$ cat config.mk
export PLATFORM = sky130hd
export DESIGN_NAME = front_panel_button_controller_unit_flat
export DESIGN_NICKNAME = d
export VERILOG_FILES = /design/src/fpbc_pkg.sv /design/src/fpbc_channels.sv /design/src/front_panel_button_controller_unit.sv /design/src/flat_wrapper.sv
export VERILOG_INCLUDE_DIRS = /design/src /design/src/src
export SDC_FILE = /design/constraint.sdc
export NUM_CORES = 1
export LEC_CHECK = 0
export BUFFER_PORTS_ARGS = -buffer_cell sky130_fd_sc_hd__buf_2
export CELL_PAD_IN_SITES_DETAIL_PLACEMENT = 1
export CELL_PAD_IN_SITES_GLOBAL_PLACEMENT = 1
export CORE_ASPECT_RATIO = 1.2
export CORE_UTILIZATION = 44
export CTS_BUF_LIST = sky130_fd_sc_hd__clkbuf_16
export CTS_CLUSTER_DIAMETER = 60
export DETAILED_ROUTE_END_ITERATION = 7
export PLACE_DENSITY = 0.89
export SYNTH_ARGS = -nofsm -noshare
export SYNTH_HDL_FRONTEND = slang
export SYNTH_SLANG_ARGS = --single-unit
$ cat constraint.sdc
create_clock -name clock -period 3.2 [get_ports clock]
set_input_delay 0.32 -clock clock [delete_from_list [all_inputs] [get_ports clock]]
set_output_delay 0.32 -clock clock [all_outputs]
set_load 0.05 [all_outputs]
$ cat src/assert_macros.svh
// ---------------------------------------------------------------------------
// assertion macros
// shared concurrent assertion forms for the rtl
// ---------------------------------------------------------------------------
`ifndef ASSERT_MACROS_SVH
`define ASSERT_MACROS_SVH

// property holds at every clock edge outside reset
`define ASSERT_ALWAYS(name, clk, rst, prop) \
   name: assert property (@(posedge clk) disable iff (rst) (prop)) \
      else $error("assertion failed");

// antecedent implies consequent in the same cycle
`define ASSERT_IMPLIES(name, clk, rst, ante, cons) \
   name: assert property (@(posedge clk) disable iff (rst) (ante) |-> (cons)) \
      else $error("assertion failed");

// antecedent implies consequent in the next cycle
`define ASSERT_NEXT(name, clk, rst, ante, cons) \
   name: assert property (@(posedge clk) disable iff (rst) (ante) |=> (cons)) \
      else $error("assertion failed");

`endif

$ cat src/fpbc_pkg.sv
// ---------------------------------------------------------------------------
// fpbc_pkg
// constants and types of the front panel button controller
// ---------------------------------------------------------------------------
package fpbc_pkg;

   localparam int IDLE_WIDTH_DEFAULT = 16;
   localparam int RSP_IDLE_W = 16;
   localparam int CFG_W = 8;
   localparam int CSR_INDEX_W = 1;
   localparam int CSR_DATA_W = 8;

   localparam logic [CFG_W-1:0] LONG_PRESS_RESET = 8'd60;
   localparam logic [CFG_W-1:0] TPS_RESET = 8'd20;
   localparam logic [CFG_W-1:0] PRESS_MAX = 8'd255;

   localparam logic [CSR_INDEX_W-1:0] CSR_LONG_PRESS = 1'd0;
   localparam logic [CSR_INDEX_W-1:0] CSR_TICKS_PER_SEC = 1'd1;

   typedef logic [1:0] screen_type;
   typedef logic [1:0] tone_type;

   localparam screen_type SCREEN_HOME = 2'd0;
   localparam screen_type SCREEN_CODE = 2'd1;
   localparam screen_type SCREEN_GAME = 2'd2;
   localparam screen_type SCREEN_UNUSED = 2'd3;

   localparam tone_type TONE_NONE = 2'd0;
   localparam tone_type TONE_CHIRP = 2'd1;
   localparam tone_type TONE_SIREN = 2'd2;

endpackage

$ cat src/fpbc_channels.sv
// ---------------------------------------------------------------------------
// fpbc channels
// valid/ready channels for poll tick items and result items
// ---------------------------------------------------------------------------
interface fpbc_req_if;
   import fpbc_pkg::*;

   logic valid;
   logic ready;
   logic power_button_level;
   logic screen_button_level;
   logic action_button_level;
   logic alarm_request;

   modport source (
      output valid,
      input  ready,
      output power_button_level,
      output screen_button_level,
      output action_button_level,
      output alarm_request
   );

   modport sink (
      input  valid,
      output ready,
      input  power_button_level,
      input  screen_button_level,
      input  action_button_level,
      input  alarm_request
   );
endinterface

interface fpbc_rsp_if;
   import fpbc_pkg::*;

   logic                  valid;
   logic                  ready;
   logic                  shutdown_pulse;
   screen_type            screen_index;
   logic                  jump_pulse;
   logic                  alarm_on;
   logic [RSP_IDLE_W-1:0] idle_seconds;
   tone_type              tone_code;

   modport source (
      output valid,
      input  ready,
      output shutdown_pulse,
      output screen_index,
      output jump_pulse,
      output alarm_on,
      output idle_seconds,
      output tone_code
   );

   modport sink (
      input  valid,
      output ready,
      input  shutdown_pulse,
      input  screen_index,
      input  jump_pulse,
      input  alarm_on,
      input  idle_seconds,
      input  tone_code
   );
endinterface

$ cat src/front_panel_button_controller_unit.sv
// ---------------------------------------------------------------------------
// front panel button controller
// per poll tick: long press shutdown, screen cycling, alarm and jump, idle timer
// ---------------------------------------------------------------------------
// channel   direction  handshake          contents
// req_ch    in         valid/ready        three button levels, alarm request
// rsp_ch    out        valid/ready        pulses, screen, alarm, idle, tone
// csr_*     in         write enable only  long press ticks, ticks per second
//
// one item per cycle while rsp_ch is not stalled; a tick's result appears in the cycle after acceptance
// the result register is the only stage: req_ch is ready while it is empty
// or being taken, so a stalled rsp_ch stalls req_ch
// synchronous reset restores the register defaults and the tick state
// ---------------------------------------------------------------------------
`include "assert_macros.svh"

module front_panel_button_controller_unit #(
   parameter int IDLE_WIDTH = fpbc_pkg::IDLE_WIDTH_DEFAULT
) (
   input  logic                             clock,
   input  logic                             reset,
   fpbc_req_if.sink                         req_ch,
   fpbc_rsp_if.source                       rsp_ch,
   input  logic                             csr_wr_en,
   input  logic [fpbc_pkg::CSR_INDEX_W-1:0] csr_index,
   input  logic [fpbc_pkg::CSR_DATA_W-1:0]  csr_wr_data
);
   import fpbc_pkg::*;

   logic [CFG_W-1:0]      long_press_ff;
   logic [CFG_W-1:0]      tps_ff;
   logic [CFG_W-1:0]      press_count_ff, press_count_in;
   logic                  last_scr_ff, last_act_ff;
   screen_type            screen_ff, screen_in;
   logic                  alarm_ff, alarm_in;
   logic [CFG_W-1:0]      prescale_ff, prescale_in;
   logic [IDLE_WIDTH-1:0] idle_ff, idle_in;

   logic                  rsp_valid_ff;
   logic                  shutdown_ff, shutdown_in;
   logic                  jump_ff, jump_in;
   tone_type              tone_ff, tone_in;
   logic [RSP_IDLE_W-1:0] idle_out_ff, idle_out_in;

   logic                  accept;
   logic                  alarm_set;
   logic [CFG_W-1:0]      press_inc;
   logic                  scr_edge, act_edge;
   logic [IDLE_WIDTH-1:0] idle_cleared;
   logic [CFG_W-1:0]      prescale_inc;

   assign req_ch.ready = !rsp_valid_ff || rsp_ch.ready;
   assign accept = req_ch.valid && req_ch.ready;

   always_comb begin
      alarm_set = alarm_ff || req_ch.alarm_request;

      // long press on the power button
      press_inc = (press_count_ff < PRESS_MAX) ? press_count_ff + 8'd1 : press_count_ff;
      shutdown_in = 1'b0;
      if (req_ch.power_button_level) begin
         press_count_in = '0;
      end else if (press_inc > long_press_ff) begin
         press_count_in = '0;
         shutdown_in = 1'b1;
      end else begin
         press_count_in = press_inc;
      end

      // screen cycling
      scr_edge = !req_ch.screen_button_level && last_scr_ff;
      screen_in = screen_ff;
      if (scr_edge) begin
         case (screen_ff)
            SCREEN_HOME:   screen_in = SCREEN_CODE;
            SCREEN_CODE:   screen_in = SCREEN_GAME;
            default:       screen_in = SCREEN_HOME;
         endcase
      end

      // action button: clear alarm or jump
      act_edge = !req_ch.action_button_level && last_act_ff;
      alarm_in = alarm_set;
      jump_in = 1'b0;
      if (act_edge) begin
         if (alarm_set) begin
            alarm_in = 1'b0;
         end else if (screen_in == SCREEN_GAME) begin
            jump_in = 1'b1;
         end
      end

      if (alarm_in) begin
         tone_in = TONE_SIREN;
      end else if (jump_in) begin
         tone_in = TONE_CHIRP;
      end else begin
         tone_in = TONE_NONE;
      end

      // idle timer
      idle_cleared = (scr_edge || act_edge || alarm_in) ? '0 : idle_ff;
      prescale_inc = prescale_ff + 8'd1;
      if (prescale_inc >= tps_ff) begin
         prescale_in = '0;
         idle_in = (&idle_cleared) ? idle_cleared : idle_cleared + IDLE_WIDTH'(1);
      end else begin
         prescale_in = prescale_inc;
         idle_in = idle_cleared;
      end
   end

   generate
      if (IDLE_WIDTH > RSP_IDLE_W) begin : g_idle_sat
         assign idle_out_in = (|idle_in[IDLE_WIDTH-1:RSP_IDLE_W]) ? '1
                                                                  : idle_in[RSP_IDLE_W-1:0];
      end else if (IDLE_WIDTH == RSP_IDLE_W) begin : g_idle_same
         assign idle_out_in = idle_in;
      end else begin : g_idle_ext
         assign idle_out_in = {{(RSP_IDLE_W-IDLE_WIDTH){1'b0}}, idle_in};
      end
   endgenerate

   always_ff @(posedge clock) begin
      if (reset) begin
         long_press_ff <= LONG_PRESS_RESET;
         tps_ff <= TPS_RESET;
         press_count_ff <= '0;
         last_scr_ff <= 1'b1;
         last_act_ff <= 1'b1;
         screen_ff <= SCREEN_HOME;
         alarm_ff <= 1'b0;
         prescale_ff <= '0;
         idle_ff <= '0;
         rsp_valid_ff <= 1'b0;
      end else begin
         if (csr_wr_en) begin
            case (csr_index)
               CSR_LONG_PRESS:    long_press_ff <= csr_wr_data;
               CSR_TICKS_PER_SEC: tps_ff <= csr_wr_data;
               default: ;
            endcase
         end
         if (accept) begin
            press_count_ff <= press_count_in;
            last_scr_ff <= req_ch.screen_button_level;
            last_act_ff <= req_ch.action_button_level;
            screen_ff <= screen_in;
            alarm_ff <= alarm_in;
            prescale_ff <= prescale_in;
            idle_ff <= idle_in;
            rsp_valid_ff <= 1'b1;
         end else if (rsp_ch.ready) begin
            rsp_valid_ff <= 1'b0;
         end
      end
   end

   always_ff @(posedge clock) begin
      if (accept) begin
         shutdown_ff <= shutdown_in;
         jump_ff <= jump_in;
         tone_ff <= tone_in;
         idle_out_ff <= idle_out_in;
      end
   end

   assign rsp_ch.valid = rsp_valid_ff;
   assign rsp_ch.shutdown_pulse = shutdown_ff;
   assign rsp_ch.screen_index = screen_ff;
   assign rsp_ch.jump_pulse = jump_ff;
   assign rsp_ch.alarm_on = alarm_ff;
   assign rsp_ch.idle_seconds = idle_out_ff;
   assign rsp_ch.tone_code = tone_ff;

   `ASSERT_ALWAYS(a_screen_code, clock, reset, screen_ff != SCREEN_UNUSED)
   `ASSERT_IMPLIES(a_no_jump_in_alarm, clock, reset, rsp_valid_ff && jump_ff, !alarm_ff)
   `ASSERT_IMPLIES(a_alarm_siren, clock, reset, rsp_valid_ff && alarm_ff, tone_ff == TONE_SIREN)
   `ASSERT_IMPLIES(a_alarm_idle, clock, reset, rsp_valid_ff && alarm_ff, idle_ff <= IDLE_WIDTH'(1))
   `ASSERT_NEXT(a_release_clears, clock, reset, accept && req_ch.power_button_level, press_count_ff == '0)

endmodule
$ cat src/flat_wrapper.sv
// flat-port wrapper written by rule: the top's interface ports become plain ports
module front_panel_button_controller_unit_flat import fpbc_pkg::*;
#(
   parameter int IDLE_WIDTH = fpbc_pkg::IDLE_WIDTH_DEFAULT
)
  (clock, reset, csr_wr_en, csr_index, csr_wr_data, req_ch_valid, req_ch_ready, req_ch_power_button_level, req_ch_screen_button_level, req_ch_action_button_level, req_ch_alarm_request, rsp_ch_valid, rsp_ch_ready, rsp_ch_shutdown_pulse, rsp_ch_screen_index, rsp_ch_jump_pulse, rsp_ch_alarm_on, rsp_ch_idle_seconds, rsp_ch_tone_code);
  fpbc_req_if req_ch_i ();
  fpbc_rsp_if rsp_ch_i ();
  input  logic clock;
  input  logic reset;
  input  logic csr_wr_en;
  input  logic [fpbc_pkg::CSR_INDEX_W-1:0] csr_index;
  input  logic [fpbc_pkg::CSR_DATA_W-1:0] csr_wr_data;
  input wire logic [$bits(req_ch_i.valid)-1:0] req_ch_valid;
  output wire logic [$bits(req_ch_i.ready)-1:0] req_ch_ready;
  input wire logic [$bits(req_ch_i.power_button_level)-1:0] req_ch_power_button_level;
  input wire logic [$bits(req_ch_i.screen_button_level)-1:0] req_ch_screen_button_level;
  input wire logic [$bits(req_ch_i.action_button_level)-1:0] req_ch_action_button_level;
  input wire logic [$bits(req_ch_i.alarm_request)-1:0] req_ch_alarm_request;
  output wire logic [$bits(rsp_ch_i.valid)-1:0] rsp_ch_valid;
  input wire logic [$bits(rsp_ch_i.ready)-1:0] rsp_ch_ready;
  output wire logic [$bits(rsp_ch_i.shutdown_pulse)-1:0] rsp_ch_shutdown_pulse;
  output wire logic [$bits(rsp_ch_i.screen_index)-1:0] rsp_ch_screen_index;
  output wire logic [$bits(rsp_ch_i.jump_pulse)-1:0] rsp_ch_jump_pulse;
  output wire logic [$bits(rsp_ch_i.alarm_on)-1:0] rsp_ch_alarm_on;
  output wire logic [$bits(rsp_ch_i.idle_seconds)-1:0] rsp_ch_idle_seconds;
  output wire logic [$bits(rsp_ch_i.tone_code)-1:0] rsp_ch_tone_code;
  assign req_ch_i.valid = req_ch_valid;
  assign req_ch_ready = req_ch_i.ready;
  assign req_ch_i.power_button_level = req_ch_power_button_level;
  assign req_ch_i.screen_button_level = req_ch_screen_button_level;
  assign req_ch_i.action_button_level = req_ch_action_button_level;
  assign req_ch_i.alarm_request = req_ch_alarm_request;
  assign rsp_ch_valid = rsp_ch_i.valid;
  assign rsp_ch_i.ready = rsp_ch_ready;
  assign rsp_ch_shutdown_pulse = rsp_ch_i.shutdown_pulse;
  assign rsp_ch_screen_index = rsp_ch_i.screen_index;
  assign rsp_ch_jump_pulse = rsp_ch_i.jump_pulse;
  assign rsp_ch_alarm_on = rsp_ch_i.alarm_on;
  assign rsp_ch_idle_seconds = rsp_ch_i.idle_seconds;
  assign rsp_ch_tone_code = rsp_ch_i.tone_code;
  front_panel_button_controller_unit #(.IDLE_WIDTH(IDLE_WIDTH)) u_core (.clock(clock), .reset(reset), .req_ch(req_ch_i), .rsp_ch(rsp_ch_i), .csr_wr_en(csr_wr_en), .csr_index(csr_index), .csr_wr_data(csr_wr_data));
endmodule
==> key figures <==
Critical path
  – RR Endpoint: u_core.prescale_ff[0]$_SDFFE_PP0P_
  – Flop2flop setup slack: 140 ps
  – CP max FO: 15
  – Critical path startpoint category: flop
  – Reg2Reg Launch Point: u_core.prescale_ff[0]$_SDFFE_PP0P_
  – Element type at the critical path end: flop
  – Req. time, crit path: 3450 ps
  – Crit path DAT: 3320 ps
  – R2R depth: 12
  – Critical path type: reg2reg

Timing
  – Worst Tran Pin Value: 984 ps
  – Slew HR: 0.343
  – Fin crit period: 3060 ps
  – Period utilization: 0.957
  – TNS Setup: 0 ps
  – PnR worst setup slack: 137 ps
  – Skew final: 8.03 ps
  – FMAX: 326 MHz
  – Max-slew violations: 0
  – Hold Fails Final Rpt: 0
  – Worst hold margin: 217 ps
  – Final setup fails: 0

Layout
  – Util after Layout: 0.529
  – Area growth syn-to-layout: 16.8%
  – Commonest non-fill, non-tap cell in the layout: nand2_1
  – Commonest cells after routing, fill and taps aside: 87 x nand2_1, 53 x dfxtp_1, 42 x buf_2, 33 x nand3_1
  – Layout cells sized above 1: 0.182
  – Antenna diodes: 0
  – Fin cells: 659
  – Finished Cell Area: 4780 µm²
  – Final nets: 572

Global routing
  – First-pass GRT wire length: 19200 µm
  – Initial antenna violation count: 0
  – Total track usage: 0.254
  – Vias in the first global route: 4063
  – Largest net degree at the start of global routing: 37
  – Grt ovf: 0

Power and ir drop
  – Peak VDD IR: 0.000289 V
  – Pwr Density: 449 nW/µm²
  – Total Power: 2.14 mW
  – P_leak: 1.89 nW

Logic synthesis
  – Unique masters post-synth: 58
  – Post-synthesis async set-or-reset flop share: 0
  – Syn Std Cell Area: 4090 µm²
  – Syn Nets: 525
  – Synth Area per Inst: 8.38 µm²
  – Yosys warns: 0
  – Synth Instances: 488
  – EDFF count, synth: 20
  – Post-synthesis sequential area ratio: 0.411
  – Yosys reg bits: 74
  – Top FF cell, synth: dfxtp_1

Drt
  – Vias: 3864
  – WL final: 12000 µm
  – # DRC: 0
  – Remaining antenna violation count: 0
  – Top Layer Used: met4
  – Wl on met1: 4620 µm
  – Initial DRC count: 163
  – Met2 wire length: 6520 µm
  – Wire length per cell: 18.2 µm
  – DR pass1 iterations: 4
  – Detail-routed via count per cell: 5.86
  – Met3 routed wirelength: 516 µm

Die
  – Die width: 90.0 µm
  – Cell row count: 38
  – DIE AREA: 9690 µm²
  – DIE HEIGHT: 108 µm
  – Initial Util: 0.453
  – Core area: 9030 µm²
  – # IOs: 43

Min path
  – Hold Path Depth: 3
  – Type of the most critical hold path: in2reg
  – Hold Startpoint: req_ch_screen_button_level
  – Hold endpoint: u_core.last_scr_ff$_SDFFE_PP1P_

Placed design
  – Dpl hpwl: 8170 µm
  – Placed Area: 4440 µm²
  – Placed cell count: 641
  – Dpl ws: 81.7 ps
  – PortBufs: 42
  – GPL Wtd Cong: 0.850

Clocking
  – CTS buffer count: 9
  – H-tree level count: 3
  – Clk_lat worst skew: 340 ps
  – Root buf cell: clkbuf_16
  – Clock Path Buffers: 2
  – Hold buffers post-CTS: 0
  – CTS tree: yes
  – Clk sinks: 74
  – Clock transition at path regs: 60 ps

Status
  – Status: finished, final reports clean

Run
  – Max-cap violation count: 0
[registers in the layout, indices dropped and copies added (netlist names)]
name and flops:
u_core.last_act_ff 1, u_core.rsp_ch.shutdown_pulse 1, u_core.rsp_ch.jump_pulse 1, u_core.rsp_ch.idle_seconds 16
u_core.idle_ff 16, u_core.rsp_ch.alarm_on 1, u_core.prescale_ff 8, u_core.rsp_ch.screen_index 2
u_core.rsp_ch.tone_code 2, u_core.press_count_ff 8, u_core.tps_ff 8, u_core.long_press_ff 8
u_core.last_scr_ff 1, u_core.rsp_ch.valid 1
[cell families after synthesis]
group                      Yosys count  synth area share
and+or+nand+nor                    226             0.274
xor gates and xnor gates            15            0.0321
adders and majority gates           19            0.0581
AOI/OAI and AO/OA                   97             0.161
buffers and inverters               55            0.0584
muxes                                2           0.00489
DFF                                 74             0.411
[cell type report]
type | instances | area (µm²)
clock buffers | 9 | 225
inverters | 31 | 116
flip-flops and latches | 74 | 1680
repair buffers | 60 | 349
fillers | 1110 | 4260
well taps | 120 | 150
clock inverters | 6 | 26.3
multi-input cells | 359 | 2230
[where the power goes]
group          switching (mW)  internal, mW
Clock                   0.381         0.508
Combinational           0.177        0.0696
Sequential             0.0157         0.993
Total                   0.573          1.57
[cells in the mapped netlist, types with 2 or more instances]
| master | n | share of area |
|---|---|---|
| a31oi_1 | 14 | 0.021 |
| and4_1 | 2 | 0.0043 |
| a31o_2 | 3 | 0.0064 |
| nand2_1 | 87 | 0.080 |
| buf_2 | 2 | 0.0024 |
| nand2b_2 | 2 | 0.0043 |
| or4_1 | 4 | 0.0073 |
| o211ai_1 | 8 | 0.015 |
| o32ai_1 | 3 | 0.0064 |
| o21ai_0 | 6 | 0.0073 |
| or3_1 | 7 | 0.011 |
| buf_4 | 4 | 0.0073 |
| nand4b_1 | 2 | 0.0043 |
| a22o_1 | 5 | 0.011 |
| and3_1 | 4 | 0.0061 |
| nor2b_1 | 2 | 0.0031 |
| o21a_1 | 4 | 0.0073 |
| xnor2_1 | 11 | 0.024 |
| mux2i_1 | 2 | 0.0049 |
| and2_1 | 3 | 0.0046 |
| inv_1 | 30 | 0.028 |
| o311ai_0 | 5 | 0.011 |
| xor2_1 | 4 | 0.0086 |
| buf_1 | 2 | 0.0018 |
| edfxtp_1 | 20 | 0.15 |
| nand4_1 | 18 | 0.028 |
| clkbuf_1 | 14 | 0.013 |
| nand2b_1 | 3 | 0.0046 |
| dfxtp_1 | 54 | 0.26 |
| ha_1 | 19 | 0.058 |
| nor4_1 | 6 | 0.0092 |
| nor3_1 | 6 | 0.0073 |
| o31ai_1 | 3 | 0.0055 |
| buf_6 | 2 | 0.0055 |
| a21oi_1 | 32 | 0.039 |
| nor2_1 | 35 | 0.032 |
| a21o_1 | 6 | 0.011 |
| nand3_1 | 34 | 0.042 |
[per-layer routing]
metal  track usage  vias to the layer above
met5             0                        -
met4         0.115                        0
met3        0.0523                       29
met2         0.484                      111
met1         0.266                     1872
li1              -                     1852
[worst max path at each step]
| stage | startpoint | end | cells after the start |
|---|---|---|---|
| global placement | u_core.prescale_ff[0]$_SDFFE_PP0P_ | u_core.idle_ff[8]$_SDFFE_PP0P_ | 12 |
| CTS | u_core.press_count_ff[1]$_SDFFE_PP0P_ | u_core.press_count_ff[5]$_SDFFE_PP0P_ | 14 |
| global route | u_core.press_count_ff[1]$_SDFFE_PP0P_ | u_core.press_count_ff[0]$_SDFFE_PP0P_ | 14 |
| detailed placement | u_core.prescale_ff[0]$_SDFFE_PP0P_ | u_core.prescale_ff[0]$_SDFFE_PP0P_ | 12 |
| finish | u_core.prescale_ff[0]$_SDFFE_PP0P_ | u_core.prescale_ff[0]$_SDFFE_PP0P_ | 12 |
| floorplan | u_core.rsp_ch.alarm_on$_SDFFE_PP0P_ | u_core.rsp_ch.idle_seconds[11]$_DFFE_PP_ | 13 |
[worst max-delay path, stage by stage, from the launching register on]
cell and delay (ps):
dfxtp_2 370, ha_2 230, nand3_1 180, nor3_2 190
xor2_1 220, ha_1 290, a21o_1 220, a21oi_2 230
o211ai_2 170, and2_1 210, buf_4 190, or3_1 330
a21oi_1 160
[what timing repair did]
| item | in CTS | in global routing |
|---|---|---|
| setup buffers | 0 | 2 |
| endpoints found under the setup margin | 4 | 25 |
| pin swaps | 0 | 2 |
| resized for setup | 2 | 13 |
| cloned | 0 | 1 |
Note: power is estimated with default switching activity, not from simulation.
